<file path="config.mk">
export PLATFORM = sky130hd
export DESIGN_NAME = bis_front
export DESIGN_NICKNAME = d
export VERILOG_FILES = /design/src/rtl/core/bis_pkg.sv /design/src/rtl/core/bis_step_div.sv /design/src/rtl/core/bis_front.sv
export SDC_FILE = /design/constraint.sdc
export NUM_CORES = 1
export LEC_CHECK = 0
export BUFFER_PORTS_ARGS = -buffer_cell sky130_fd_sc_hd__buf_2
export CORE_MARGIN = 5
export CORE_UTILIZATION = 34
export DETAILED_ROUTE_END_ITERATION = 16
export PLACE_DENSITY = 0.51
export RECOVER_POWER = 25
export SYNTH_ARGS = -nofsm -noshare
export SYNTH_HDL_FRONTEND = slang
export SYNTH_HIERARCHICAL = 1
export SYNTH_SLANG_ARGS = --single-unit
</file>
<file path="constraint.sdc">
create_clock -name clk_i -period 12.3 [get_ports clk_i]
set_input_delay 3.69 -clock clk_i [delete_from_list [all_inputs] [get_ports clk_i]]
set_output_delay 3.69 -clock clk_i [all_outputs]
set_load 0.1 [all_outputs]
</file>
<file path="src/rtl/core/bis_pkg.sv">
`default_nettype none
package bis_pkg;

  localparam int unsigned MaxWidth    = 64;
  localparam int unsigned MaxHeight   = 64;
  localparam int unsigned MaxChannels = 4;
  localparam int unsigned StoreDepth  = MaxWidth * MaxHeight;
  localparam int unsigned AddrW       = $clog2(StoreDepth);
  localparam int unsigned CfgIdxW     = 3;
  localparam int unsigned CfgDataW    = 16;

  typedef enum logic [CfgIdxW-1:0] {
    REG_SRC_W  = 3'd0,
    REG_SRC_H  = 3'd1,
    REG_TGT_W  = 3'd2,
    REG_TGT_H  = 3'd3,
    REG_CHAN   = 3'd4
  } cfg_reg_e;

  typedef enum logic {
    OP_LOAD = 1'b0,
    OP_EMIT = 1'b1
  } op_e;

  typedef struct packed {
    logic       operation;
    logic [7:0] pixel_ch0;
    logic [7:0] pixel_ch1;
    logic [7:0] pixel_ch2;
    logic [7:0] pixel_ch3;
  } in_item_t;

  typedef struct packed {
    logic [7:0] result_ch0;
    logic [7:0] result_ch1;
    logic [7:0] result_ch2;
    logic [7:0] result_ch3;
    logic       row_end;
    logic       frame_end;
  } out_item_t;

  // Command passed from the front end to the back end.
  typedef struct packed {
    op_e              op;
    logic [AddrW-1:0] addr;
    logic [31:0]      word;
    logic [6:0]       srcw;
    logic [6:0]       xl;
    logic [6:0]       xh;
    logic [6:0]       yl;
    logic [6:0]       yh;
    logic [7:0]       xf;
    logic [7:0]       yf;
    logic [2:0]       chan;
    logic             row_end;
    logic             frame_end;
  } cmd_t;

  typedef enum logic [2:0] {
    BK_IDLE,
    BK_RD0,
    BK_RD1,
    BK_RD2,
    BK_RD3,
    BK_CALC,
    BK_OUT
  } bk_state_e;

  typedef enum logic [1:0] {
    DV_IDLE,
    DV_RUN,
    DV_DONE
  } div_state_e;

endpackage
`default_nettype wire

</file>
<file path="src/rtl/core/bis_step_div.sv">
`default_nettype none
module bis_step_div import bis_pkg::*; (
  input  wire logic        clk_i,
  input  wire logic        rst_ni,
  input  wire logic        start_i,
  input  wire logic [14:0] num_i,
  input  wire logic [15:0] den_i,
  output logic             busy_o,
  output logic [14:0]      step_o
);

  div_state_e  state_q, state_d;
  logic [14:0] quo_q, quo_d;
  logic [15:0] rem_q, rem_d;
  logic [16:0] trial;
  logic [3:0]  cnt_q, cnt_d;

  always_ff @(posedge clk_i or negedge rst_ni) begin
    if (!rst_ni) begin
      state_q <= DV_IDLE;
      cnt_q   <= '0;
    end else begin
      state_q <= state_d;
      cnt_q   <= cnt_d;
    end
  end

  always_ff @(posedge clk_i) begin
    quo_q <= quo_d;
    rem_q <= rem_d;
  end

  assign trial = {rem_q, quo_q[14]};

  always_comb begin
    state_d = state_q;
    cnt_d   = cnt_q;
    quo_d   = quo_q;
    rem_d   = rem_q;
    if (start_i) begin
      state_d = DV_RUN;
      quo_d   = num_i;
      rem_d   = '0;
      cnt_d   = '0;
    end else begin
      unique case (state_q)
        DV_IDLE, DV_DONE: ;
        DV_RUN: begin
          if (trial >= {1'b0, den_i}) begin
            rem_d = 16'(trial - {1'b0, den_i});
            quo_d = {quo_q[13:0], 1'b1};
          end else begin
            rem_d = trial[15:0];
            quo_d = {quo_q[13:0], 1'b0};
          end
          cnt_d = 4'(cnt_q + 4'd1);
          if (cnt_q == 4'd14) state_d = DV_DONE;
        end
        default: state_d = DV_IDLE;
      endcase
    end
  end

  assign busy_o = (state_q == DV_RUN) || start_i;
  assign step_o = (quo_q == '0) ? 15'd1 : quo_q;

endmodule
`default_nettype wire

</file>
<file path="src/rtl/core/bis_front.sv">
`default_nettype none
module bis_front import bis_pkg::*; (
  input  wire logic                clk_i,
  input  wire logic                rst_ni,
  input  wire logic                cfg_we_i,
  input  wire logic [CfgIdxW-1:0]  cfg_idx_i,
  input  wire logic [CfgDataW-1:0] cfg_data_i,
  input  wire logic                in_valid_i,
  output logic                     in_ready_o,
  input  wire in_item_t            in_item_i,
  output logic                     cmd_valid_o,
  input  wire logic                cmd_ready_i,
  output cmd_t                     cmd_o
);

  logic [6:0]       src_w_q, src_h_q;
  logic [15:0]      tgt_w_q, tgt_h_q;
  logic [2:0]       chan_q;
  logic [AddrW-1:0] load_idx_q;
  logic [15:0]      col_cnt_q, row_cnt_q;
  logic [14:0]      col_acc_q, row_acc_q;
  logic             div_go_q;

  logic [6:0]  sw, sh;
  logic [15:0] tw, th;
  logic [2:0]  ch;
  logic [14:0] xmax, ymax, xa, ya;
  logic [6:0]  xl, yl;
  logic [12:0] total;
  logic [12:0] load_next;
  logic        cfg_hit, x_busy, y_busy;
  logic [14:0] x_step, y_step;
  logic [15:0] col_next;
  logic [15:0] x_sum, y_sum;
  logic        accept, is_emit, row_done, frame_done;

  assign sw = (src_w_q == '0) ? 7'd1 : (src_w_q > 7'(MaxWidth)) ? 7'(MaxWidth) : src_w_q;
  assign sh = (src_h_q == '0) ? 7'd1 : (src_h_q > 7'(MaxHeight)) ? 7'(MaxHeight) : src_h_q;
  assign tw = (tgt_w_q == '0) ? 16'd1 : tgt_w_q;
  assign th = (tgt_h_q == '0) ? 16'd1 : tgt_h_q;
  assign ch = (chan_q == '0) ? 3'd1 : (chan_q > 3'(MaxChannels)) ? 3'(MaxChannels) : chan_q;

  assign xmax = {7'(sw - 7'd1), 8'd0};
  assign ymax = {7'(sh - 7'd1), 8'd0};
  assign xa   = (col_acc_q > xmax) ? xmax : col_acc_q;
  assign ya   = (row_acc_q > ymax) ? ymax : row_acc_q;
  assign xl   = xa[14:8];
  assign yl   = ya[14:8];
  assign total = 13'(sw) * 13'(sh);

  assign cfg_hit = cfg_we_i && (cfg_idx_i <= CfgIdxW'(REG_CHAN));

  bis_step_div u_xdiv (
    .clk_i, .rst_ni, .start_i(div_go_q), .num_i({sw, 8'd0}), .den_i(tw),
    .busy_o(x_busy), .step_o(x_step));
  bis_step_div u_ydiv (
    .clk_i, .rst_ni, .start_i(div_go_q), .num_i({sh, 8'd0}), .den_i(th),
    .busy_o(y_busy), .step_o(y_step));

  assign is_emit    = (in_item_i.operation == OP_EMIT);
  assign in_ready_o = cmd_ready_i && !x_busy && !y_busy && !cfg_we_i;
  assign accept     = in_valid_i && in_ready_o;
  assign cmd_valid_o = in_valid_i && !x_busy && !y_busy && !cfg_we_i;

  assign col_next   = 16'(col_cnt_q + 16'd1);
  assign row_done   = (col_next >= tw);
  assign frame_done = row_done && (16'(row_cnt_q + 16'd1) >= th);
  assign x_sum      = 16'(xa) + 16'(x_step);
  assign y_sum      = 16'(ya) + 16'(y_step);
  assign load_next  = 13'(13'(load_idx_q) + 13'd1);

  always_comb begin
    cmd_o           = '0;
    cmd_o.op        = is_emit ? OP_EMIT : OP_LOAD;
    cmd_o.addr      = (13'(load_idx_q) >= total) ? '0 : load_idx_q;
    cmd_o.word      = {in_item_i.pixel_ch3, in_item_i.pixel_ch2,
                       in_item_i.pixel_ch1, in_item_i.pixel_ch0};
    cmd_o.srcw      = sw;
    cmd_o.xl        = xl;
    cmd_o.yl        = yl;
    cmd_o.xh        = (7'(xl + 7'd1) < sw) ? 7'(xl + 7'd1) : xl;
    cmd_o.yh        = (7'(yl + 7'd1) < sh) ? 7'(yl + 7'd1) : yl;
    cmd_o.xf        = xa[7:0];
    cmd_o.yf        = ya[7:0];
    cmd_o.chan      = ch;
    cmd_o.row_end   = row_done;
    cmd_o.frame_end = frame_done;
  end

  always_ff @(posedge clk_i or negedge rst_ni) begin
    if (!rst_ni) begin
      src_w_q    <= 7'd64;
      src_h_q    <= 7'd64;
      tgt_w_q    <= 16'd64;
      tgt_h_q    <= 16'd64;
      chan_q     <= 3'd3;
      load_idx_q <= '0;
      col_cnt_q  <= '0;
      row_cnt_q  <= '0;
      col_acc_q  <= '0;
      row_acc_q  <= '0;
      div_go_q   <= 1'b1;
    end else begin
      div_go_q <= cfg_hit;
      if (cfg_hit) begin
        unique case (cfg_reg_e'(cfg_idx_i))
          REG_SRC_W: src_w_q <= cfg_data_i[6:0];
          REG_SRC_H: src_h_q <= cfg_data_i[6:0];
          REG_TGT_W: tgt_w_q <= cfg_data_i;
          REG_TGT_H: tgt_h_q <= cfg_data_i;
          REG_CHAN:  chan_q  <= cfg_data_i[2:0];
          default: ;
        endcase
        load_idx_q <= '0;
        col_cnt_q  <= '0;
        row_cnt_q  <= '0;
        col_acc_q  <= '0;
        row_acc_q  <= '0;
      end else if (accept) begin
        if (!is_emit) begin
          if (13'(load_idx_q) >= total) load_idx_q <= ((13'd1 >= total) ? '0 : AddrW'(1));
          else load_idx_q <= (load_next >= total) ? '0 : AddrW'(load_next);
        end else begin
          if (row_done) begin
            col_cnt_q <= '0;
            col_acc_q <= '0;
            if (frame_done) begin
              row_cnt_q <= '0;
              row_acc_q <= '0;
            end else begin
              row_cnt_q <= 16'(row_cnt_q + 16'd1);
              row_acc_q <= (y_sum > 16'(ymax)) ? ymax : y_sum[14:0];
            end
          end else begin
            col_cnt_q <= col_next;
            col_acc_q <= (x_sum > 16'(xmax)) ? xmax : x_sum[14:0];
          end
        end
      end
    end
  end

endmodule
`default_nettype wire

</file>
==> flow_metrics.py <==
metrics = {
    "sta": {
        "min_period_ns": 11.71,
        "finalClockSkew_ns": 0.0140,
        "slew_viol_final": 161,
        "worstMarginPinSlew_ns": 4.57,
        "timing.setup.tns_ns": 0,
        "setup_violations": 0,
        "fmax_ghz": 0.0854,
        "hold_violations": 0,
        "setup_slack_ns": 0.588,
        "timing.final.crit_share_pct": 95.2,
        "rsz0062_at_grt": "false",
        "timing.slew.headroom_pct": -205,
        "holdWs_ns": 0.492,
    },
    "power_and_ir_drop": {
        "leakagePower_nw": 9.24,
        "p_sw_share_pct": 47.2,
        "pwr-share-clk_pct": 16.9,
        "internal_power_w": 0.00197,
        "peakVddDrop_mv": 0.127,
        "power_w": 0.00373,
        "p_per_area_nw_per_um2": 193,
        "p_sw_w": 0.00176,
        "share_comb_of_total_power_pct": 57.2,
        "seq_power_share_pct": 25.9,
    },
    "worst_setup_path": {
        "critPathLaunch": "src_w_q[6]",
        "crit_path_max_fanout": 24,
        "endpoint_kind": "output port",
        "timing.rr.end": "col_acc_q[3]",
        "crit_path_end": "cmd_o[41]",
        "worstSetupPathType": "flip-flop to output port",
        "cp.required_ns": 8.61,
        "startpoint_type": "flip-flop",
        "rrSetupSlack_ns": 3.52,
        "cp.arrival_ns": 8.02,
        "regToRegStartpoint": "src_w_q[6]",
        "reg2reg_depth": 28,
    },
    "outcome": {
        "status": "finished, violations left",
        "violations": "max-capacitance violations, max-slew violations",
    },
    "synthesis": {
        "postSynth.asyncResetShare_pct": 68.7,
        "avgSynthCellArea_um2": 8.84,
        "yosys_warnings": 6,
        "yosysSeqAreaShare_pct": 27.6,
        "synth_ff_type": "dfrtp_1",
        "syn-cell-area_um2": 17900,
        "synth_top_area_cell": "dfrtp_1",
        "synth.distinct_cells": 108,
        "yosysTopAreaCellShare_pct": 18.0,
        "synth_cells": 2029,
        "netlist_top_cells_area": "dfrtp_1 18%, ha_1 13%, edfxtp_1 5.0%, mux2_2 4.3%, xnor2_1 4.2%",
        "synth_seq_cells": 198,
        "synth_edf_count": 30,
    },
    "detailed_routing": {
        "drc_errors": 0,
        "viasPerCell": 5.38,
        "drtIter0Drc": 977,
        "ant_nets": 0,
        "first_pass_iters": 5,
        "wl_per_cell_um": 18.5,
        "vias": 14600,
        "finalWirelength_um": 50200,
    },
    "clocking": {
        "clkTransAtPathRegs_ns": 0.08,
        "h-tree-depth": 4,
        "cts-root-buf": "clkbuf_16",
        "clock_sinks": 198,
        "cts_hold_buf": 0,
        "cts_tree": "built",
        "cts_buffers": 17,
        "ctsLongestPathBuffers": 2,
        "insertion_delay_ns": 0.49,
    },
    "finish": {
        "layout_commonest_cell": "ha_1",
        "seq_area_um2": 4950,
        "final_cell_mix": "192 x ha_1, 157 x inv_1, 149 x nand2_1, 133 x nor2_1, 129 x dfrtp_1",
        "final_nets": 2288,
        "area_growth_pct": 7.57,
        "multi_input_area_um2": 11600,
        "nFillCells": 5344,
        "drive_above_1_share_pct": 13.2,
        "fin_cells": 2715,
    },
    "global_route": {
        "gr-total-overflow": 0,
        "grtUsageMet2_pct": 26.2,
        "grt_busiest_layer": "met2",
        "use_met1_pct": 24.9,
        "grt_pass1_wl_um": 79500,
        "grtUsageMet3_pct": 3.97,
        "grt_util_all_layers_pct": 17.3,
        "grt_max_degree": 79,
        "grt_antenna_before_repair": 4,
        "grt_pass1_vias": 14300,
    },
    "floorplanning": {
        "core_um2": 52400,
        "num_rows": 84,
        "io-pin-count": 160,
        "die_area_um2": 57400,
        "die_h_um": 240,
        "die_x_um": 240,
        "start_util_pct": 34.2,
    },
    "placed_design": {
        "numPlacedInstances": 2677,
        "preCtsSetupSlack_ns": 0.793,
        "dp_hpwl_um": 38600,
        "gp_congestion": 0.881,
        "numPortBuffers": 95,
    },
    "run": {
        "drv_cap": 4,
    },
    "worst_hold_path": {
        "hold_class": "flip-flop to flip-flop",
    },
}
## worst min-delay path by stage
stage          depth (start not counted)       startpoint              end
2_1_floorplan                          2  u_ydiv/rem_q[2]  u_ydiv/rem_q[2]
3_3_place_gp                           2  u_xdiv/rem_q[2]  u_xdiv/rem_q[2]
3_5_place_dp                           2  u_xdiv/rem_q[2]  u_xdiv/rem_q[2]
4_1_cts                                2  u_xdiv/rem_q[2]  u_xdiv/rem_q[2]
5_1_grt                                2  u_xdiv/rem_q[2]  u_xdiv/rem_q[2]
6_report                               2  u_xdiv/rem_q[2]  u_xdiv/rem_q[2]
## cells in the mapped netlist (all sizes together) (10+ instances only)
library cell,instances
o211ai,13
edfxtp,30
a21o,57
nand3,56
inv,160
a31oi,15
nand2,153
clkbuf,108
a21oi,78
xor2,39
mux2,68
and2,18
nor2b,43
dfrtp,129
a311oi,10
o21bai,10
nand4,26
nor3,25
xnor2,86
buf,58
mux2i,32
and3,27
dfxtp,32
a22o,37
or3,10
o21a,22
or4,10
fa,27
nand2b,28
nor2,137
ha,192
nor4,18
a211oi,38
o21ai,100
## registers in the layout, summed over array words and instances, names as in the netlist
signal and count:
u_xdiv/state_q 2, tgt_h_q 16, load_idx_q 12, u_ydiv/rem_q 16
u_ydiv/cnt_q 4, src_w_q 7, chan_q 3, u_ydiv/quo_q 15
col_cnt_q 16, u_xdiv/quo_q 15, row_acc_q 15, u_xdiv/rem_q 16
src_h_q 7, tgt_w_q 16, div_go_q 1, row_cnt_q 16
u_xdiv/cnt_q 4, u_ydiv/state_q 2, col_acc_q 15
## worst max-delay path, cell delays in order, from the launching register on
cell and delay (ns):
dfstp_2 0.71, clkinv_1 0.51, o21ai_1 0.55, buf_4 0.26
ha_1 0.27, xnor2_1 0.34, ha_1 0.37, o21a_1 0.13
o311a_1 0.29, o32ai_1 0.32, o32a_2 0.57, mux2i_1 0.56
ha_1 0.36, xnor2_1 0.15, ha_1 0.25, a2111oi_0 0.60
nand4_2 0.20, a31oi_4 0.31, nor2b_1 0.20, xnor2_1 0.12
buf_2 0.44
## metal layers
metal / vias up / part of all wire (%) / routed length [µm]
li1: 7132 / - / -
met1: 7050 / 49 / 24700
met2: 352 / 43 / 21500
met3: 67 / 6.0 / 3030
met4: 4 / 1.9 / 967
met5: - / 0.044 / 22
## metrics by stage
step,util [%],cell area (µm²)
floorplan,-,18000
global placement,35.6,18700
detailed placement,35.6,18700
CTS,36.8,19300
global route,36.8,19300
finish,36.8,19300
## power groups by stage
stage	clock network (W)	logic [W]	registers, W
floorplan	0	0.00180	0.000901
global placement	0	0.00212	0.000977
detailed placement	0	0.00213	0.000979
CTS	0.000652	0.00215	0.000968
global route	0.000677	0.00237	0.000984
finish	0.000630	0.00213	0.000966
## cells by family (layout without fill, tap and decap cells)
family                   after synthesis  count (layout)  share of synthesized area, %
other                                  1              18                        0.0209
flip-flops                           198             198                          27.6
AO/OA/AOI/OAI                        470             471                          19.1
buffers and inverters                329             309                          8.01
adder cells (fa/ha/maj)              220             220                          16.5
AND/OR/NAND/NOR                      585             585                          16.5
multiplexers                         100             100                          6.05
XOR/XNOR                             126             126                          6.23
## area by class of cell
type / count / share of cell area [%]
diodes: 2 / 0.0259
multi-input cells: 1518 / 60.1
flip-flops and latches: 198 / 25.7
repair buffers: 114 / 3.16
inverters: 163 / 3.17
clock buffers: 18 / 2.33
well taps: 688 / 4.46
clock inverters: 14 / 1.06
## timing repair
| item | 4_1_cts | 5_1_grt |
|---|---|---|
| resized for setup | 0 | 2 |
| endpoints found under the setup margin | 0 | 19 |
| buffers inserted | 0 | 3 |
Power figures use the tool's default switching activity.
