<file path="config.mk">
export PLATFORM = sky130hd
export DESIGN_NAME = bis_queue
export DESIGN_NICKNAME = d
export VERILOG_FILES = /design/src/rtl/core/bis_pkg.sv /design/src/rtl/core/bis_queue.sv
export SDC_FILE = /design/constraint.sdc
export NUM_CORES = 1
export LEC_CHECK = 0
export ABC_AREA = 1
export ABC_CLOCK_PERIOD_IN_PS = 5120
export BUFFER_PORTS_ARGS = -buffer_cell sky130_fd_sc_hd__clkbuf_2
export CAP_MARGIN = 20
export CORE_MARGIN = 4
export CORE_UTILIZATION = 45
export DETAILED_ROUTE_END_ITERATION = 10
export GPL_TIMING_DRIVEN = 0
export PLACE_DENSITY = 0.84
export SKIP_CTS_REPAIR_TIMING = 1
export SYNTH_ARGS = -nofsm -noshare
export SYNTH_HDL_FRONTEND = slang
export SYNTH_SLANG_ARGS = --single-unit
export TNS_END_PERCENT = 5
</file>
<file path="constraint.sdc">
create_clock -name clk_i -period 5.12 [get_ports clk_i]
set_clock_uncertainty 0.1 [all_clocks]
set_input_delay 0.512 -clock clk_i [delete_from_list [all_inputs] [get_ports clk_i]]
set_output_delay 0.512 -clock clk_i [all_outputs]
set_load 0.03 [all_outputs]
</file>
<file path="src/rtl/core/bis_pkg.sv">
`default_nettype none
package bis_pkg;

  localparam int unsigned MaxWidth    = 64;
  localparam int unsigned MaxHeight   = 64;
  localparam int unsigned MaxChannels = 4;
  localparam int unsigned StoreDepth  = MaxWidth * MaxHeight;
  localparam int unsigned AddrW       = $clog2(StoreDepth);
  localparam int unsigned CfgIdxW     = 3;
  localparam int unsigned CfgDataW    = 16;

  typedef enum logic [CfgIdxW-1:0] {
    REG_SRC_W  = 3'd0,
    REG_SRC_H  = 3'd1,
    REG_TGT_W  = 3'd2,
    REG_TGT_H  = 3'd3,
    REG_CHAN   = 3'd4
  } cfg_reg_e;

  typedef enum logic {
    OP_LOAD = 1'b0,
    OP_EMIT = 1'b1
  } op_e;

  typedef struct packed {
    logic       operation;
    logic [7:0] pixel_ch0;
    logic [7:0] pixel_ch1;
    logic [7:0] pixel_ch2;
    logic [7:0] pixel_ch3;
  } in_item_t;

  typedef struct packed {
    logic [7:0] result_ch0;
    logic [7:0] result_ch1;
    logic [7:0] result_ch2;
    logic [7:0] result_ch3;
    logic       row_end;
    logic       frame_end;
  } out_item_t;

  // Command passed from the front end to the back end.
  typedef struct packed {
    op_e              op;
    logic [AddrW-1:0] addr;
    logic [31:0]      word;
    logic [6:0]       srcw;
    logic [6:0]       xl;
    logic [6:0]       xh;
    logic [6:0]       yl;
    logic [6:0]       yh;
    logic [7:0]       xf;
    logic [7:0]       yf;
    logic [2:0]       chan;
    logic             row_end;
    logic             frame_end;
  } cmd_t;

  typedef enum logic [2:0] {
    BK_IDLE,
    BK_RD0,
    BK_RD1,
    BK_RD2,
    BK_RD3,
    BK_CALC,
    BK_OUT
  } bk_state_e;

  typedef enum logic [1:0] {
    DV_IDLE,
    DV_RUN,
    DV_DONE
  } div_state_e;

endpackage
`default_nettype wire

</file>
<file path="src/rtl/core/bis_queue.sv">
`default_nettype none
module bis_queue import bis_pkg::*; (
  input  wire logic clk_i,
  input  wire logic rst_ni,
  input  wire logic push_valid_i,
  output logic      push_ready_o,
  input  wire cmd_t push_i,
  output logic      pop_valid_o,
  input  wire logic pop_ready_i,
  output cmd_t      pop_o
);

  cmd_t       slot_q [2];
  logic       wr_q, rd_q;
  logic [1:0] cnt_q;
  logic       push, pop;

  assign push_ready_o = (cnt_q != 2'd2);
  assign pop_valid_o  = (cnt_q != 2'd0);
  assign push = push_valid_i && push_ready_o;
  assign pop  = pop_valid_o && pop_ready_i;
  assign pop_o = slot_q[rd_q];

  always_ff @(posedge clk_i or negedge rst_ni) begin
    if (!rst_ni) begin
      wr_q  <= 1'b0;
      rd_q  <= 1'b0;
      cnt_q <= '0;
    end else begin
      if (push) wr_q <= !wr_q;
      if (pop) rd_q <= !rd_q;
      cnt_q <= 2'(cnt_q + {1'b0, push} - {1'b0, pop});
    end
  end

  always_ff @(posedge clk_i) begin
    if (push) slot_q[wr_q] <= push_i;
  end

  assert property (@(posedge clk_i) disable iff (!rst_ni) cnt_q <= 2'd2)
    else $error("queue count overflow");
  assert property (@(posedge clk_i) disable iff (!rst_ni)
    (cnt_q == 2'd0) |-> !pop_valid_o) else $error("pop from empty queue");
  assert property (@(posedge clk_i) disable iff (!rst_ni)
    (push && !pop) |=> (cnt_q == $past(cnt_q) + 2'd1)) else $error("count slip");

endmodule
`default_nettype wire

</file>
==> summary.txt, run 1 <==
Power and ir drop
  • VDD IR-drop max: between 300 and 400 uV
  • Switching fraction of total power: 0.403
  • Standby leakage power: between 0.004 and 0.005 uW
  • Pwr dens: 656 nW/um^2
  • Comb pwr share: 0.398
  • Reported net switching power: 2540 uW
  • Portion of total power attributed to sequential cells: 0.378
  • Clock Power Share: 0.224
  • Cell Int Power: roughly 3800 uW

Floorplan
  • I/O pin cnt: 208
  • Vertical die dimension: ~140 um
  • Die area: approximately 19,000 um^2
  • FP Rows: 47
  • Placeable core region: ~17,000 um^2
  • Die span in x: 137 um
  • Starting density of the core: 0.456

Synthesis
  • Share of the synthesized area in the top cell type: 0.804
  • Synth Instances: ~560
  • Cell area after synthesis: approximately 7500 um^2
  • Number of distinct library cells after synthesis: 14
  • Net count after synthesis: approximately 670
  • Sequential area share after synthesis: 0.818
  • Cell type with the highest aggregate area in the netlist: sky130_fd_sc_hd__edfxtp_1
  • Count of warnings emitted by yosys: 0
  • Flip-flop and latch count after synthesis: just over 200
  • Avg Cell Area, Syn: roughly 13 um^2
  • Cell types with the largest area share after synthesis: sky130_fd_sc_hd__edfxtp_1 80%, sky130_fd_sc_hd__nand2_1 16%, sky130_fd_sc_hd__dfrtp_1 1.3%

Routing
  • Total vias in the final route: about 4,700
  • Post-detailed-route via-to-cell ratio: between 4 and 5
  • Met2 WL: 7920 um
  • Length of routed wiring on met1: approximately 5700 um
  • Routed wl met3: about 1300 um
  • Detailed Route Iter0 Violations: between 200 and 250
  • Total wirelength of the detailed-routed design: ~15,000 um
  • Antenna-violating nets left: 0
  • Remaining routing DRC violations: 0
  • Top routing layer in use: met4
  • WL/cell: between 10 and 15 um
  • Number of detailed-routing iterations run before antenna repair: 4

Cells and area
  • Fraction of final layout cells sized beyond drive strength 1: 0.328
  • Synth-to-layout area growth: 27.8%
  • Layout Utilization: 0.583
  • Design Area, Final: approximately 9600 um^2
  • Most common cell after layout, fill and taps aside: sky130_fd_sc_hd__nand2_1
  • Final-layout fill cell count: 1,302
  • Final antenna diode count: 0
  • Layout Cells excl Fill: ~1,000
  • Net count reported at finish: 902
  • Commonest cells after routing, fill and taps aside: 312 x sky130_fd_sc_hd__nand2_1, 207 x sky130_fd_sc_hd__clkbuf_2, 202 x sky130_fd_sc_hd__edfxtp_1

GRT
  • GRT Util Overall: 0.155
  • GRT Residual Overflow: 0
  • Global-route wire length before repair: ~23,000 um
  • Number of global-route vias before repair: between 4,000 and 5,000
  • Number of antenna violations at the first check in global routing: 0
  • Pin count of the biggest net entering global routing: 35

Worst setup path
  • CP Data Arrival Time: roughly 1.9 ns
  • Sum of buffers and inverters on the critical path: 4
  • Worst setup slack for register-to-register paths: 3.37 ns
  • Critical Path Sink Type: output port
  • Most common cell type on the critical path: sky130_fd_sc_hd__nand2_1
  • Crit-path max cell delay: about 0.4 ns
  • Number of cell instances on the worst register-to-register path: 4
  • Worst Setup Start Kind: register
  • Peak fanout along the critical path: 10
  • Type of the worst setup path: register to output port
  • Startpoint of the worst register-to-register path: cnt_q[1]
  • Critical path required time: roughly 4.5 ns
  • CP top delay family: buffers and inverters
  • End of the worst register-to-register path: slot_q[1][35]
  • Max stage delay cell, worst path: sky130_fd_sc_hd__dfrtp_1
  • Crit path cell chain: inv_2, buf_4, buf_2, nand2_1, nand2_1, clkbuf_2

Min path
  • Class of the most critical hold timing path: input pin to register
  • Startpoint of the most critical hold path: push_i[94]
  • Terminating pin of the worst hold path: slot_q[1][94]
  • Hold Path Cell Cnt: 1

STA
  • Number of slew-limit violations in the final report: 0
  • Final worst path period share: 0.489
  • Peak Freq: ~0.4 GHz
  • Setup Viol. Count Final: 0
  • Hold Violations, Final: 0
  • Clock period minus final worst setup slack: between 2 and 3 ns
  • Worst Setup Slack, final: roughly 2.6 ns
  • Fin Hold WS: roughly 0.12 ns
  • Worst max-slew margin expressed relative to the limit: 0.693
  • Slew @ Worst Pin: roughly 0.46 ns
  • RSZ-0062 raised after global routing: no

Placement
  • Number of port buffers: approximately 210
  • Placed wire-length estimate after detailed placement: about 11,000 um
  • Worst slack, placed: 3.09 ns
  • Cell Count Post-Placement: between 900 and 1,000
  • GP Congestion: roughly 0.74
  • Placed Area: 8990 um^2

Clock network
  • Clock Root Buffer: sky130_fd_sc_hd__clkbuf_16
  • CTS tree: yes
  • # H-tree levels: 1
  • Clock-pin slew on the worst setup and hold paths: roughly 0.060 ns
  • Total clock buffers created by CTS: 21
  • Maximum number of buffers from clock root to sink: 3
  • Num Clock Sinks: approximately 210
  • Clock latency on the worst-skew pair: approximately 0.48 ns

Outcome
  • Run status: complete, no violations

Flow run
  • Max Cap Viol: 0
-- cell families (layout without fill, tap and decap cells) --
group	after synthesis	after routing	share of synthesized area
flip-flops	206	206	0.818
buffers and inverters	30	278	0.0191
XOR/XNOR	1	1	0.00116
AO/OA/AOI/OAI	2	2	0.00133
adder cells (fa/ha/maj)	1	1	0.00166
AND/OR/NAND/NOR	319	319	0.159
-- synth_stat cells (all sizes together) --
cell and number:
ha 1, nand2 312, dfrtp 4, buf 21
inv 8, edfxtp 202, clkbuf 1, nand3 2
nor2 5, xor2 1, a21oi 1, o21ai 1
-- power groups by stage --
| stage | logic (uW) | registers (uW) | clock network (uW) |
|---|---|---|---|
| 2_1_floorplan | 1690 | 2450 | 0 |
| 3_3_place_gp | 2440 | 2490 | 0 |
| 3_5_place_dp | 2550 | 2420 | 0 |
| 4_1_cts | 2560 | 2390 | 1440 |
| 5_1_grt | 2740 | 2410 | 1540 |
| 6_report | 2520 | 2390 | 1410 |
-- final cells by class --
type                       instances  area (um^2)  area share
clock buffer                      23          533      0.0553
inverter                           8         30.0     0.00312
sequential                       206         6170       0.640
tap                              220          275      0.0286
buffer                            22          114      0.0118
multi-input combinational        323         1250       0.129
clock inverter                    11          105      0.0109
timing repair buffer             214         1170       0.121
-- worst max path at each step --
stage                             from  slack [ns]  cells after the start            end
after floorplan               cnt_q[1]       -0.63                      3   slot_q[0][0]
after global placement    push_valid_i       -2.63                      3  slot_q[0][68]
after detailed placement          rd_q        3.09                      6      pop_o[44]
after CTS                         rd_q        2.56                      6      pop_o[44]
after global routing              rd_q        2.49                      6      pop_o[44]
final                             rd_q        2.62                      6      pop_o[44]
-- metrics by stage --
stage	total power, uW	TNS [ns]
floorplan	4140	-63.30
global placement	4930	-273.57
detailed placement	4970	0
CTS	6390	0
global route	6690	0
finish	6320	0
-- state kept, by name (all words and copies together), names as in the netlist --
name / count
cnt_q: 2
rd_q: 1
wr_q: 1
slot_q: 202
-- worst reg2reg max path: stages (launching register included) --
cell and delay (ns):
sky130_fd_sc_hd__dfrtp_1 0.42, sky130_fd_sc_hd__nand2_1 0.15, sky130_fd_sc_hd__nand2_1 0.18, sky130_fd_sc_hd__nor2_4 0.31, sky130_fd_sc_hd__buf_12 0.26
-- metal layers --
metal  up-vias  global-route usage
met5         -                   0
met4         0              0.0432
met3        28              0.0431
met2       172               0.280
met1      2176               0.182
li1       2351                   -
No activity file was read; power rests on OpenSTA's default activity.
==> inputs of run 2 (changes only) <==
--- a/config.mk
+++ b/config.mk
@@ -6,7 +6,7 @@
 export NUM_CORES = 1
 export LEC_CHECK = 0
 export ABC_AREA = 1
-export ABC_CLOCK_PERIOD_IN_PS = 5120
+export ABC_CLOCK_PERIOD_IN_PS = 2000
 export BUFFER_PORTS_ARGS = -buffer_cell sky130_fd_sc_hd__clkbuf_2
 export CAP_MARGIN = 20
 export CORE_MARGIN = 4
==> constraint.sdc (replaced) <==
create_clock -name clk_i -period 2 [get_ports clk_i]
set_clock_uncertainty 0.1 [all_clocks]
set_input_delay 0.2 -clock clk_i [delete_from_list [all_inputs] [get_ports clk_i]]
set_output_delay 0.2 -clock clk_i [all_outputs]
set_load 0.03 [all_outputs]
==> run 2 against run 1 <==
  * The run now ends with negative hold slack, negative setup slack left
  * Global-route usage increased by 0.43 points
  * Largest cell class unchanged
  * First-iteration DRC count increased by 16%
  * Critical path type is now register to register
  * Clock-buffer cell count increased by 1
  * Final cell count increased by 11%
  * Non-clock buffer count increased by 106
  * Final area increased by 14%
  * Highest routed layer unchanged
  * Sequential power increased to 2.6 times the previous value
  * Largest power group unchanged
  * Via count increased by 13%
  * Combinational power increased to 2.8 times the previous value
==> summary.txt, run 2 (synthesized netlist as in run 1, its figures left out) <==
Outcome
  • Run status: finished, violations left
  • Violated checks: negative hold slack, negative setup slack

Cells and area
  • Synth-to-layout area growth: 45.2%
  • Fraction of final layout cells sized beyond drive strength 1: 0.304 (-0.0245)
  • Most common cell after layout, fill and taps aside: sky130_fd_sc_hd__nand2_1
  • Largest regs: slot_q (202), cnt_q (2)
  • Final-layout fill cell count: 1,124 (-14%)
  • Flip-flop count of the largest register, all copies and words added: 202 (unchanged)
  • Most flop-heavy register: slot_q
  • Commonest cells after routing, fill and taps aside: 310 x sky130_fd_sc_hd__nand2_1, 202 x sky130_fd_sc_hd__edfxtp_1, 198 x sky130_fd_sc_hd__clkbuf_2
  • Layout Utilization: 0.662 (+0.0794)
  • Net count reported at finish: 1,009 (+12%)

Placement
  • GP Congestion: 0.750 (+1.8%)
  • Number of port buffers: 207 (unchanged)
  • Worst slack, placed: -0.171 ns (-3.26 ns)
  • Placed wire-length estimate after detailed placement: 11,200 um (+4.7%)

STA
  • Number of slew-limit violations in the final report: 0 (unchanged)
  • Setup Viol. Count Final: 79 (+79)
  • Clock period minus final worst setup slack: about 2.1 ns
  • Final worst path period share: 1.03
  • Worst max-slew margin expressed relative to the limit: 0.545 (-0.148)
  • Fin Hold WS: -0.0538 ns (-0.173 ns)
  • Peak Freq: around 0.48 GHz
  • Worst Setup Slack, final: -0.0681 ns (-2.69 ns)
  • Hold Violations, Final: 1 (+1)
  • RSZ-0062 raised after global routing: yes
  • Slew @ Worst Pin: 0.681 ns (+0.221 ns)

GRT
  • GRT Util Overall: 0.160 (+0.00433)
  • Pin count of the biggest net entering global routing: 33 (-5.7%)
  • Global-route wire length before repair: 23,000 um (+1.6%)
  • GRT Residual Overflow: 0 (unchanged)
  • Number of global-route vias before repair: 4,699 (+0.085%)
  • Number of antenna violations at the first check in global routing: 1 (+1)

Worst setup path
  • CP Data Arrival Time: 2.16 ns (+0.27 ns)
  • Critical Path Sink Type: register
  • Critical path required time: 2.09 ns (-2.42 ns)
  • Number of cell instances on the worst register-to-register path: 6 (+2)
  • Worst setup slack for register-to-register paths: -0.07 ns (-3.44 ns)
  • Worst Setup Start Kind: register
  • Peak fanout along the critical path: 28 (+18)
  • Type of the worst setup path: register to register

Clock network
  • Num Clock Sinks: 206 (unchanged)
  • Clock-pin slew on the worst setup and hold paths: 0.06 ns (about the same)
  • Clock latency on the worst-skew pair: 0.48 ns (about the same)
  • Total clock buffers created by CTS: 22 (+4.8%)
  • CTS tree: yes
  • Maximum number of buffers from clock root to sink: 3 (unchanged)
  • # H-tree levels: 1 (unchanged)
  • Clock Root Buffer: sky130_fd_sc_hd__clkbuf_16

Power and ir drop
  • Comb pwr share: 0.397 (about the same)
  • Pwr dens: 1600 nW/um^2 (+140%)
  • Standby leakage power: 0.00477 uW (+13%)
  • Switching fraction of total power: 0.396 (-0.00671)
  • Cell Int Power: 10,500 uW (+180%)
  • Clock Power Share: 0.251 (+0.027)
  • Portion of total power attributed to sequential cells: 0.352 (-0.026)
  • VDD IR-drop max: 970 uV (+140%)
  • Reported net switching power: 6920 uW (+170%)

Routing
  • Remaining routing DRC violations: 0 (unchanged)
  • Post-detailed-route via-to-cell ratio: 4.67 (+1.4%)
  • Detailed Route Iter0 Violations: 257 (+16%)
  • Number of detailed-routing iterations run before antenna repair: 4 (unchanged)
  • Antenna-violating nets left: 0 (unchanged)
  • Total wirelength of the detailed-routed design: 18,600 um (+22%)
  • WL/cell: 16.3 um (+9.6%)
  • Total vias in the final route: 5,321 (+13%)

Floorplan
  • I/O pin cnt: 208 (unchanged)
  • Vertical die dimension: 137 um (unchanged)
  • Die area: 18,900 um^2 (unchanged)
  • Placeable core region: 16,500 um^2 (unchanged)
  • FP Rows: 47 (unchanged)
  • Die span in x: 137 um (unchanged)
  • Starting density of the core: 0.456 (unchanged)

Min path
  • Hold Path Cell Cnt: 3 (+2)
  • Class of the most critical hold timing path: input pin to register

Flow run
  • Max Cap Viol: 0 (unchanged)
[run 2: changes by cell type in the layout (fill, tap and decap cells not counted), sizes merged]
cell,previous run,this run
diode,0,2
dlygate4sd3,1,104
clkbuf,231,228
buf,27,34
bufinv,2,5
inv,8,9
[run 2: through the flow]
step	instance area [um^2]	instances	hold WS, ns	setup TNS [ns]	power (uW)
after global routing	10900	1139	-0.000167	-14.80	18400
final	10900	1140	-0.0538	-2.52	17500
after floorplan	7570	559	-0.196	-137.24	10600
after global placement	8880	986	-0.0875	-281.79	12500
after CTS	9840	1032	-0.599	-15.36	17200
after detailed placement	9040	993	-0.0844	-6.68	12900
[run 2: area by class of cell]
type,instances,area [um^2],share of cell area
diodes,2,5.00,0.000457
plain buffers,22,146,0.0134
clock buffers,24,579,0.0529
clock inverters,15,220,0.0201
inverters,8,30.0,0.00274
multi-input cells,323,1260,0.115
flip-flops and latches,206,6170,0.563
well taps,220,275,0.0251
repair buffers,320,2260,0.207
[run 2: final timing paths]
| check | startpoint | end |
|---|---|---|
| setup / recovery | cnt_q[0] | slot_q[1][50] |
| hold / removal | push_valid_i | wr_q |
| setup reg to reg | cnt_q[0] | slot_q[1][50] |
| hold reg to reg | cnt_q[0] | cnt_q[0] |
| max in group asynchronous | rst_ni | cnt_q[1] |
| min in group asynchronous | rst_ni | wr_q |
[run 2: critical path, cell delays in order (launching register included)]
cell and delay [ns]:
sky130_fd_sc_hd__dfrtp_1 0.39, sky130_fd_sc_hd__inv_2 0.06, sky130_fd_sc_hd__nand2_4 0.09, sky130_fd_sc_hd__nand2_4 0.08, sky130_fd_sc_hd__nor2_4 0.53, sky130_fd_sc_hd__buf_12 0.29
sky130_fd_sc_hd__buf_16 0.21
[run 2: power by group through the flow]
stage               Combinational (uW)  Sequential, uW  Clock (uW)
floorplan                         4370            6200           0
global placement                  6290            6250           0
detailed placement                6670            6200           0
CTS                               6690            6120        4420
global route                      7480            6200        4690
finish                            6940            6140        4380
[run 2: per-layer routing]
layer	track usage	part of all wire	up-vias
li1	-	-	2587
met2	0.290	0.56	161
met1	0.175	0.37	2541
met4	0.0687	0.020	0
met5	0	0	-
met3	0.0420	0.053	32
==> inputs of run 3 (changes only) <==
--- a/config.mk
+++ b/config.mk
@@ -7,13 +7,13 @@
 export LEC_CHECK = 0
 export ABC_AREA = 1
 export ABC_CLOCK_PERIOD_IN_PS = 2000
-export BUFFER_PORTS_ARGS = -buffer_cell sky130_fd_sc_hd__clkbuf_2
 export CAP_MARGIN = 20
 export CORE_MARGIN = 4
 export CORE_UTILIZATION = 45
 export DETAILED_ROUTE_END_ITERATION = 10
+export DONT_BUFFER_PORTS = 1
 export GPL_TIMING_DRIVEN = 0
-export PLACE_DENSITY = 0.84
+export PLACE_DENSITY = 0.73
 export SKIP_CTS_REPAIR_TIMING = 1
 export SYNTH_ARGS = -nofsm -noshare
 export SYNTH_HDL_FRONTEND = slang
==> run 3 against run 2 <==
  * The run ends with negative setup slack left
  * Critical path depth is 2 lower
  * Core utilization down 5.4 points
  * Via count is 15% lower
  * Sequential power about the same
  * Sequential share of layout area is 5.0 points higher
  * Die area did not move
  * Highest routed layer unchanged
==> summary.txt, run 3 (synthesized netlist as in run 1, its figures left out) <==
Routing
  • Detailed Route Iter0 Violations: 222 (-14%)
  • WL/cell: 18.2 um (+11%)
  • Number of detailed-routing iterations run before antenna repair: 4 (unchanged)
  • Total wirelength of the detailed-routed design: 16,900 um (-9.0%)
  • Total vias in the final route: 4,516 (-15%)
  • Remaining routing DRC violations: 0 (unchanged)
  • Post-detailed-route via-to-cell ratio: 4.85 (+3.9%)
  • Antenna-violating nets left: 0 (unchanged)

Placement
  • Worst slack, placed: -0.277 ns (-0.105 ns)
  • GP Congestion: 0.725 (-3.3%)
  • Number of port buffers: 0 (-100%)
  • Placed wire-length estimate after detailed placement: 10,500 um (-6.3%)

Worst setup path
  • Startpoint of the worst register-to-register path: cnt_q[0]
  • Worst setup slack for register-to-register paths: 0.05 ns (+0.12 ns)
  • Peak fanout along the critical path: 10 (-64%)
  • End of the worst register-to-register path: slot_q[0][42]
  • Number of cell instances on the worst register-to-register path: 7 (+1)
  • Critical Path Sink Type: output port
  • Timing startpoint of the critical path: rd_q
  • Critical path required time: 1.70 ns (-0.39 ns)
  • Worst Setup Start Kind: register
  • CP Data Arrival Time: 1.75 ns (-0.41 ns)
  • Type of the worst setup path: register to output port

STA
  • Clock period minus final worst setup slack: 2.05 ns (-0.0153 ns)
  • Worst Setup Slack, final: -0.0528 ns (+0.0153 ns)
  • Worst max-slew margin expressed relative to the limit: 0.557 (+0.0119)
  • Setup Viol. Count Final: 10 (-87%)
  • Slew @ Worst Pin: 0.664 ns (-0.0169 ns)
  • Hold Violations, Final: 0 (-1)
  • Post-route setup TNS: -0.184 ns (+2.34 ns)
  • RSZ-0062 raised after global routing: yes
  • Peak Freq: 0.487 GHz (+0.75%)
  • Number of slew-limit violations in the final report: 0 (unchanged)
  • Final worst path period share: 1.03 (-0.00767)

GRT
  • GRT Util Overall: 0.150 (-0.00913)
  • Number of global-route vias before repair: 4,025 (-14%)
  • GRT Residual Overflow: 0 (unchanged)
  • Pin count of the biggest net entering global routing: 32 (-3.0%)
  • Global-route wire length before repair: 21,700 um (-5.7%)
  • Number of antenna violations at the first check in global routing: 0 (-1)

Floorplan
  • FP Rows: 47 (unchanged)
  • Vertical die dimension: 137 um (unchanged)
  • Die span in x: 137 um (unchanged)
  • Starting density of the core: 0.456 (unchanged)
  • I/O pin cnt: 208 (unchanged)
  • Die area: 18,900 um^2 (unchanged)
  • Placeable core region: 16,500 um^2 (unchanged)

Cells and area
  • Commonest cells after routing, fill and taps aside: 229 x sky130_fd_sc_hd__nand2_1, 202 x sky130_fd_sc_hd__edfxtp_1, 105 x sky130_fd_sc_hd__dlygate4sd3_1
  • Synth-to-layout area growth: 33.4%
  • Most flop-heavy register: slot_q
  • Flip-flop count of the largest register, all copies and words added: 202 (unchanged)
  • Largest regs: slot_q (202), cnt_q (2)
  • Final antenna diode count: 0 (-2)
  • Net count reported at finish: 804 (-20%)
  • Fraction of final layout cells sized beyond drive strength 1: 0.212 (-0.0915)
  • Most common cell after layout, fill and taps aside: sky130_fd_sc_hd__nand2_1
  • Layout Utilization: 0.609 (-0.0537)
  • Final-layout fill cell count: 1,206 (+7.3%)

Power and ir drop
  • Pwr dens: 1630 nW/um^2 (+2.4%)
  • Final Power: 16,400 uW (-5.9%)
  • Standby leakage power: 0.00389 uW (-19%)
  • VDD IR-drop max: 852 uV (-12%)

Outcome
  • Run status: finished, violations left
  • Violated checks: negative setup slack

Clock network
  • CTS tree: yes
  • Clock Root Buffer: sky130_fd_sc_hd__clkbuf_16
  • Maximum number of buffers from clock root to sink: 3 (unchanged)
  • Clock latency on the worst-skew pair: 0.48 ns (about the same)
  • Clock-pin slew on the worst setup and hold paths: 0.07 ns (about the same)
  • Num Clock Sinks: 206 (unchanged)
  • # H-tree levels: 1 (unchanged)
  • Total clock buffers created by CTS: 21 (-4.5%)

Min path
  • Hold Path Cell Cnt: 1 (-2)
  • Startpoint of the most critical hold path: push_i[33]
  • Class of the most critical hold timing path: input pin to register
  • Terminating pin of the worst hold path: slot_q[1][33]

Flow run
  • Max Cap Viol: 0 (unchanged)
[run 3: changes by cell type in the layout (fill, tap and decap cells not counted), moves of 2 or more]
cell | before | now
sky130_fd_sc_hd__nand2_2 | 0 | 77
sky130_fd_sc_hd__diode_2 | 2 | 0
sky130_fd_sc_hd__buf_16 | 4 | 2
sky130_fd_sc_hd__buf_2 | 15 | 8
sky130_fd_sc_hd__clkbuf_2 | 198 | 0
sky130_fd_sc_hd__nand2_1 | 310 | 229
sky130_fd_sc_hd__clkinv_2 | 2 | 5
sky130_fd_sc_hd__nand2_4 | 2 | 6
[run 3: power by group]
part,switching [uW],internal [uW],total [uW]
Combinational,4940,1320,6260
Clock,1490,2560,4050
Sequential,253,5880,6130
[run 3: how the worst max path moves through the flow]
stage | cells after the start | end
3_3_place_gp | 3 | slot_q[1][30]
2_1_floorplan | 3 | slot_q[1][0]
5_1_grt | 4 | pop_o[19]
3_5_place_dp | 6 | slot_q[1][38]
6_report | 4 | pop_o[13]
4_1_cts | 6 | slot_q[1][23]
[run 3: worst max-delay path: stages (launching register included)]
cell	delay (ns)
sky130_fd_sc_hd__dfrtp_1	0.40
sky130_fd_sc_hd__inv_2	0.07
sky130_fd_sc_hd__clkbuf_1	0.41
sky130_fd_sc_hd__nand2_1	0.10
sky130_fd_sc_hd__nand2_1	0.29
[run 3: area by class of cell]
cell class	instances	area, um^2	area share
Sequential cell	206	6170	0.613
Clock inverter	13	190	0.0189
Tap cell	220	275	0.0274
Buffer	22	141	0.0141
Multi-Input combinational cell	324	1490	0.148
Inverter	8	30.0	0.00299
Timing Repair Buffer	115	1230	0.123
Clock buffer	23	533	0.0530
[run 3: stage by stage]
step / hold slack [ns] / cells / instance area, um^2
2_1_floorplan: -0.196 / 559 / 7570
3_3_place_gp: -0.195 / 779 / 7850
3_5_place_dp: -0.195 / 786 / 8010
4_1_cts: -0.713 / 822 / 8730
5_1_grt: 0.258 / 931 / 10100
6_report: 0.278 / 931 / 10100
[run 3: layer usage]
metal / global-route usage / part of all wire / vias up
li1: - / - / 2159
met1: 0.162 / 0.37 / 2164
met2: 0.261 / 0.53 / 170
met3: 0.0804 / 0.078 / 23
met4: 0.0349 / 0.016 / 0
met5: 0 / 0 / -
